`src/rtl/core/obbt_pkg.sv`:
```
// ----------------------------------------------------------------------------
// obbt_pkg
// Shared types, widths and helpers for the oriented box transform and
// axis projection core.
// ----------------------------------------------------------------------------
package obbt_pkg;

  // Field and register widths
  localparam int VEC_W     = 16;
  localparam int CFG_W     = 48;
  localparam int CFG_IDX_W = 3;

  // Datapath widths
  localparam int E_W    = 17;  // point minus center
  localparam int PROD_W = 33;  // 17 x 16 signed product
  localparam int ACC_W  = 35;  // sum of three products plus center term
  localparam int CV_W   = 33;  // center dot axis
  localparam int MAG_W  = 33;  // magnitude of an axis dot basis
  localparam int TERM_W = 49;  // magnitude times half size
  localparam int SPAN_W = 51;  // sum of three half-span terms
  localparam int CTR_W  = 48;  // center projection plus rounding half
  localparam int FIN_W  = 53;  // center projection plus/minus span
  localparam int SHR_W  = 25;  // value after the rounding shift

  localparam int FRAC_LIN  = 14;
  localparam int FRAC_PROJ = 28;

  localparam logic [ACC_W:0]   LIN_HALF  = (ACC_W + 1)'(2 ** (FRAC_LIN - 1));
  localparam logic [CTR_W-1:0] PROJ_HALF = CTR_W'(2 ** (FRAC_PROJ - 1));

  // Operation codes
  typedef enum logic [1:0] {
    OP_W2L  = 2'd0,
    OP_L2W  = 2'd1,
    OP_PROJ = 2'd2,
    OP_NONE = 2'd3
  } op_e;

  // Configuration register indexes
  typedef enum logic [CFG_IDX_W-1:0] {
    CFG_CENTER  = 3'd0,
    CFG_HALF    = 3'd1,
    CFG_BASIS_I = 3'd2,
    CFG_BASIS_J = 3'd3,
    CFG_BASIS_K = 3'd4
  } cfg_idx_e;

  localparam logic [CFG_W-1:0] BASIS_I_RST = 48'h0000_0000_4000;
  localparam logic [CFG_W-1:0] BASIS_J_RST = 48'h0000_4000_0000;
  localparam logic [CFG_W-1:0] BASIS_K_RST = 48'h4000_0000_0000;

  // Input beat
  typedef struct packed {
    logic [1:0]              opcode;
    logic signed [VEC_W-1:0] vec_x;
    logic signed [VEC_W-1:0] vec_y;
    logic signed [VEC_W-1:0] vec_z;
  } in_beat_t;

  // Output beat
  typedef struct packed {
    logic signed [VEC_W-1:0] out_x;
    logic signed [VEC_W-1:0] out_y;
    logic signed [VEC_W-1:0] out_z;
    logic signed [VEC_W-1:0] range_min;
    logic signed [VEC_W-1:0] range_max;
  } out_beat_t;

  // Box configuration
  typedef struct packed {
    logic [CFG_W-1:0] center;
    logic [CFG_W-1:0] half_size;
    logic [CFG_W-1:0] basis_i;
    logic [CFG_W-1:0] basis_j;
    logic [CFG_W-1:0] basis_k;
  } cfg_t;

  // Beat between front and back halves of the pipeline
  typedef struct packed {
    op_e                       op;
    logic [2:0][ACC_W-1:0]     acc;
    logic [CV_W-1:0]           cvs;
  } mid_t;

  // One 16-bit field of a packed register, x in the low bits
  function automatic logic [VEC_W-1:0] fld(input logic [CFG_W-1:0] p,
                                           input logic [1:0] idx);
    logic [VEC_W-1:0] r;
    case (idx)
      2'd0:    r = p[15:0];
      2'd1:    r = p[31:16];
      2'd2:    r = p[47:32];
      default: r = p[15:0];
    endcase
    return r;
  endfunction

  // Saturate a shifted value to signed 16 bits
  function automatic logic signed [VEC_W-1:0] sat16(input logic signed [SHR_W-1:0] v);
    logic signed [VEC_W-1:0] r;
    if ((v[SHR_W-1:VEC_W-1] == '0) || (v[SHR_W-1:VEC_W-1] == '1)) begin
      r = v[VEC_W-1:0];
    end else if (v[SHR_W-1]) begin
      r = 16'sh8000;
    end else begin
      r = 16'sh7fff;
    end
    return r;
  endfunction

endpackage

```
`src/rtl/core/obbt_back.sv`:
```
// ----------------------------------------------------------------------------
// obbt_back
// Stages 4-6: rounding of transformed points, half-span terms of the
// projection, span sum, then extremes, rounding and output register.
// ----------------------------------------------------------------------------
module obbt_back (
  input  logic                clk_i,
  input  logic                rst_ni,
  input  obbt_pkg::cfg_t      cfg_i,
  input  logic                mid_valid_i,
  output logic                mid_stall_o,
  input  obbt_pkg::mid_t      mid_i,
  output logic                out_valid_o,
  input  logic                out_stall_i,
  output obbt_pkg::out_beat_t out_beat_o
);
  import obbt_pkg::*;

  logic v4_q, v5_q, v6_q;
  logic en4, en5, en6;

  logic [VEC_W-1:0] h [3];

  // Stage 4
  op_e                     op4_q;
  logic signed [ACC_W-1:0] acc_s [3];
  logic signed [ACC_W-1:0] mag_full [3];
  logic signed [ACC_W:0]   lin_sum [3];
  logic [TERM_W-1:0]       t4_d [3];
  logic [TERM_W-1:0]       t4_q [3];
  logic signed [VEC_W-1:0] lin4_d [3];
  logic signed [VEC_W-1:0] lin4_q [3];
  logic signed [CTR_W-1:0] ctr4_d;
  logic signed [CTR_W-1:0] ctr4_q;

  // Stage 5
  op_e                     op5_q;
  logic [SPAN_W-1:0]       span5_q;
  logic signed [CTR_W-1:0] ctr5_q;
  logic signed [VEC_W-1:0] lin5_q [3];

  // Stage 6
  logic signed [FIN_W-1:0] span_s;
  logic signed [FIN_W-1:0] hi;
  logic signed [FIN_W-1:0] lo;
  out_beat_t               out_d;
  out_beat_t               out_q;

  assign en6         = !v6_q || !out_stall_i;
  assign en5         = !v5_q || en6;
  assign en4         = !v4_q || en5;
  assign mid_stall_o = !en4;

  always_comb begin
    for (int a = 0; a < 3; a++) begin
      h[a] = fld(cfg_i.half_size, 2'(a));
    end
  end

  // Stage 4: round points; |dot(axis, basis)| times half size
  always_comb begin
    for (int n = 0; n < 3; n++) begin
      acc_s[n]    = $signed(mid_i.acc[n]);
      mag_full[n] = acc_s[n][ACC_W-1] ? -acc_s[n] : acc_s[n];
      t4_d[n]     = TERM_W'(mag_full[n][MAG_W-1:0]) * TERM_W'(h[n]);
      lin_sum[n]  = (ACC_W + 1)'(acc_s[n]) + $signed(LIN_HALF);
      lin4_d[n]   = sat16(SHR_W'($signed(lin_sum[n][ACC_W:FRAC_LIN])));
    end
    ctr4_d = (CTR_W'($signed(mid_i.cvs)) <<< FRAC_LIN) + $signed(PROJ_HALF);
  end

  // Stage 6: extremes of the corner projections, round and saturate
  always_comb begin
    span_s = $signed(FIN_W'(span5_q));
    hi     = FIN_W'(ctr5_q) + span_s;
    lo     = FIN_W'(ctr5_q) - span_s;
    out_d  = '0;
    case (op5_q) inside
      OP_W2L, OP_L2W: begin
        out_d.out_x = lin5_q[0];
        out_d.out_y = lin5_q[1];
        out_d.out_z = lin5_q[2];
      end
      OP_PROJ: begin
        out_d.range_min = sat16(lo[FIN_W-1:FRAC_PROJ]);
        out_d.range_max = sat16(hi[FIN_W-1:FRAC_PROJ]);
      end
      default: out_d = '0;
    endcase
  end

  // Valid bits
  always_ff @(posedge clk_i or negedge rst_ni) begin
    if (!rst_ni) begin
      v4_q <= 1'b0;
      v5_q <= 1'b0;
      v6_q <= 1'b0;
    end else begin
      if (en4) v4_q <= mid_valid_i;
      if (en5) v5_q <= v4_q;
      if (en6) v6_q <= v5_q;
    end
  end

  // Payload registers
  always_ff @(posedge clk_i) begin
    if (en4 && mid_valid_i) begin
      op4_q  <= mid_i.op;
      t4_q   <= t4_d;
      lin4_q <= lin4_d;
      ctr4_q <= ctr4_d;
    end
    if (en5 && v4_q) begin
      op5_q   <= op4_q;
      span5_q <= SPAN_W'(t4_q[0]) + SPAN_W'(t4_q[1]) + SPAN_W'(t4_q[2]);
      ctr5_q  <= ctr4_q;
      lin5_q  <= lin4_q;
    end
    if (en6 && v5_q) begin
      out_q <= out_d;
    end
  end

  assign out_valid_o = v6_q;
  assign out_beat_o  = out_q;

endmodule

```
`config.mk`:
```
export PLATFORM = sky130hd
export DESIGN_NAME = obbt_back
export DESIGN_NICKNAME = d
export VERILOG_FILES = /design/src/rtl/core/obbt_pkg.sv /design/src/rtl/core/obbt_back.sv
export SDC_FILE = /design/constraint.sdc
export NUM_CORES = 2
export LEC_CHECK = 0
export BUFFER_PORTS_ARGS = -buffer_cell sky130_fd_sc_hd__buf_2
export CAP_MARGIN = 20
export CORE_MARGIN = 5
export CORE_UTILIZATION = 64
export CTS_CLUSTER_DIAMETER = 150
export DETAILED_ROUTE_END_ITERATION = 16
export PLACE_DENSITY_LB_ADDON = 0.3
export SETUP_SLACK_MARGIN = 0.2
export SYNTH_ARGS = -nofsm -noshare
export SYNTH_HDL_FRONTEND = slang
export SYNTH_SLANG_ARGS = --single-unit
```
`constraint.sdc`:
```
create_clock -name clk_i -period 9.5 [get_ports clk_i]
set_input_delay 1.425 -clock clk_i [delete_from_list [all_inputs] [get_ports clk_i]]
set_output_delay 1.425 -clock clk_i [all_outputs]
set_load 0.02 [all_outputs]
```
==> impl_results.md <==
- Synthesized Nets: between 9000 and 10000
- Mean area per synthesized cell: between 9 and 10 um^2
- Cell taking the most area after synthesis: fa_1
- Max Cap Viol: 0
- HPWL Detailed: 151000 um
- WHS Endpoint: lin5_q[12]
- Die Area: approximately 120000 um^2
- # nets final: around 10000
- Final setup viols: 0
- Startpoint Class: primary input
- IO Pins: 466
- Number of placement rows: roughly 120
- CP max stage cell: or4_4
- Slew Limit Fails: 0
- Chip Height: 349 um
- Class of the worst hold path: reg -> reg
- GRT overflow: 0
- Hold Buf Count CTS: 0
- Cell area after synthesis: approximately 74000 um^2
- Detailed-route vias per instance: around 5.7
- CP Max Fanout: 8
- GRT Total Usage: between 30% and 40%
- Worst Path Required: slightly below 10 ns
- Post-route ant nets: 0
- Chip Width: about 350 um
- CTS tree: yes
- Slew headroom: 24.9%
- Worst-path clk slew: 0.07 ns
- Initial DRC Count: ~4200
- Vias post-DR: about 56000
- GPL Wtd Cong: 0.962
- DRC Markers: 0
- Cells after Synth: about 7700
- Crit. End Element: register
- Total wire length: between 150000 and 200000 um
- CP arrival: about 9.6 ns
- Worst r2r src: t4_q[50]
- Share of cells above drive strength 1: 12.4%
- Clock skew: between 0.02 and 0.03 ns
- RSZ-0062 raised after global routing: yes
- Synth top area cells: fa_1 (37%), edfxtp_1 (18%), ha_1 (8.4%)
- Largest net degree at the start of global routing: approximately 170
- Vias in the first global route: around 60000
- Drt wl/cell: 19.7 um
- CTS buffer count: 47
- Ys Warns: 0
- Core Footprint: 114000 um^2
- Latest clock arrival within the worst-skew pair: between 0.6 and 0.7 ns
- Commonest cells after routing, fill and taps aside: inv_1 (1473), fa_1 (1336), nand2_1 (1083), and2_1 (663), ha_1 (485)
- Fin crit period: between 9 and 10 ns
- Clk sinks: approximately 450
- Clock root cell: clkbuf_16
- Seq/Total Area, Yosys: a little under a fifth
- Worst-Margin Slew: roughly 1.1 ns
- WS Path Type: in -> reg
- Commonest non-fill, non-tap cell in the layout: inv_1
- Tcrit/Tclk final: 97.3%
- First-pass GRT wire length: 307000 um
- Reg2Reg Depth: 16
- Syn-to-layout area delta: 11.7%
- Hold Vio Cnt, Final: 0
- R2R Path End: span5_q[49]
- Input/output buffers: between 200 and 300
- Top-area cell type share of the netlist area: between 30 and 40%
- Antenna violations before repair: 11
- Worst Slack Setup Final: about 0.25 ns
- Distinct cells, synth: between 90 and 100
- Top cell by count, worst path: fa_1
- Hold Crit Start: lin4_q[12]
- Clk buf depth: 3
- Hold Crit Depth: 0
- Highest clock rate: between 100 and 150 MHz
- Status: finished, final reports clean
- Flops & latches, synth: 449
- CP max stage delay: 0.58 ns
- Ys async rst share: less than 1%
- R2r setup slk: 4.32 ns
- EDFF count, synth: about 450
- Place WS: -0.534 ns
- CTS H-Tree Depth: 2
- Pre-antenna DRT Iters: 6
- Starting Density: between 60% and 70%
- Top_reg_cell synth: edfxtp_1
-- timing repair --
| action | 4_1_cts | 5_1_grt |
|---|---|---|
| setup buffers | 0 | 21 |
| endpoints found under the hold margin | 0 | 0 |
| pin swaps | 0 | 73 |
| endpoints found under the setup margin | 6 | 42 |
| resized for setup | 2 | 141 |
-- registers in the layout, summed over array words and instances (netlist names) --
signal       cells
span5_q         51
v5_q             1
v4_q             1
out_valid_o      1
t4_q           147
ctr5_q          34
op4_q            2
lin4_q          48
op5_q            2
out_beat_o      80
lin5_q          48
ctr4_q          34
-- critical path, delay by kind of cell --
family / cells / cell delay, ns
and+or+nand+nor: 9 / 2.51
adders and majority gates: 7 / 3.23
AOI/OAI and AO/OA: 6 / 1.51
xor gates and xnor gates: 2 / 0.30
buffers and inverters: 6 / 0.65
-- cell usage after synthesis (28+ instances only) --
library cell / n
fa_1: 1346
o31ai_1: 28
nor3_1: 44
and3_1: 29
o21bai_1: 34
nand2b_1: 44
nor2_1: 183
xor2_1: 95
a21oi_1: 251
clkbuf_1: 311
ha_1: 496
o21a_1: 37
nor4_1: 28
edfxtp_1: 446
nand4_1: 42
nor2b_1: 79
nand3_1: 91
and2_1: 666
a21o_1: 127
xnor2_1: 282
inv_1: 1475
o21ai_0: 174
nand2_1: 1089
-- final cells by class --
type | count | area (um^2)
clock inverter | 33 | 588
multi-input combinational | 5417 | 54300
tap | 1512 | 1890
antenna | 7 | 17.5
timing repair buffer | 761 | 5330
sequential | 449 | 13500
fill | 8136 | 32000
clock buffer | 52 | 1190
inverter | 1477 | 5540
-- per-layer routing --
layer  up-vias  global-route usage, %  share of wire (%)
li1      24702                      -                  -
met1     27901                   42.3                 39
met2      2637                   52.5                 48
met3       518                   5.31                8.7
met4         4                   11.6                4.1
met5         -                      0              0.016
-- stage by stage --
stage	std cells	area, um^2	TNS [ns]	hold slack [ns]	utilization, %
floorplan	7674	73800	0	0.400	-
global placement	9594	79500	-7.28	0.400	69.6
detailed placement	9594	79500	-10.27	0.405	69.6
CTS	9679	81300	0	0.410	71.1
finish	9708	82300	0	0.411	72.0
global route	9708	82300	0	0.422	72.0
-- cell families (layout without fill, tap and decap cells) --
family	Yosys count	after routing	synth area share [%]
flops	449	449	18.3
fa+ha+maj	1842	1842	45.0
buf+inv	1808	2323	9.24
compound gates	814	814	7.08
other cells	0	7	0
simple gates	2378	2378	15.8
xor+xnor	378	378	4.50
mux	5	5	0.0696
-- worst max path at each step --
stage,startpoint,end
floorplan,mid_i[118],t4_q[47]
global placement,mid_i[38],t4_q[145]
detailed placement,mid_i[38],t4_q[145]
CTS,mid_i[38],t4_q[145]
global route,mid_i[44],t4_q[146]
finish,mid_i[44],t4_q[146]
Power is not shown: default switching activity piles up to over one toggle a cycle in this logic, so the estimate is an artifact.
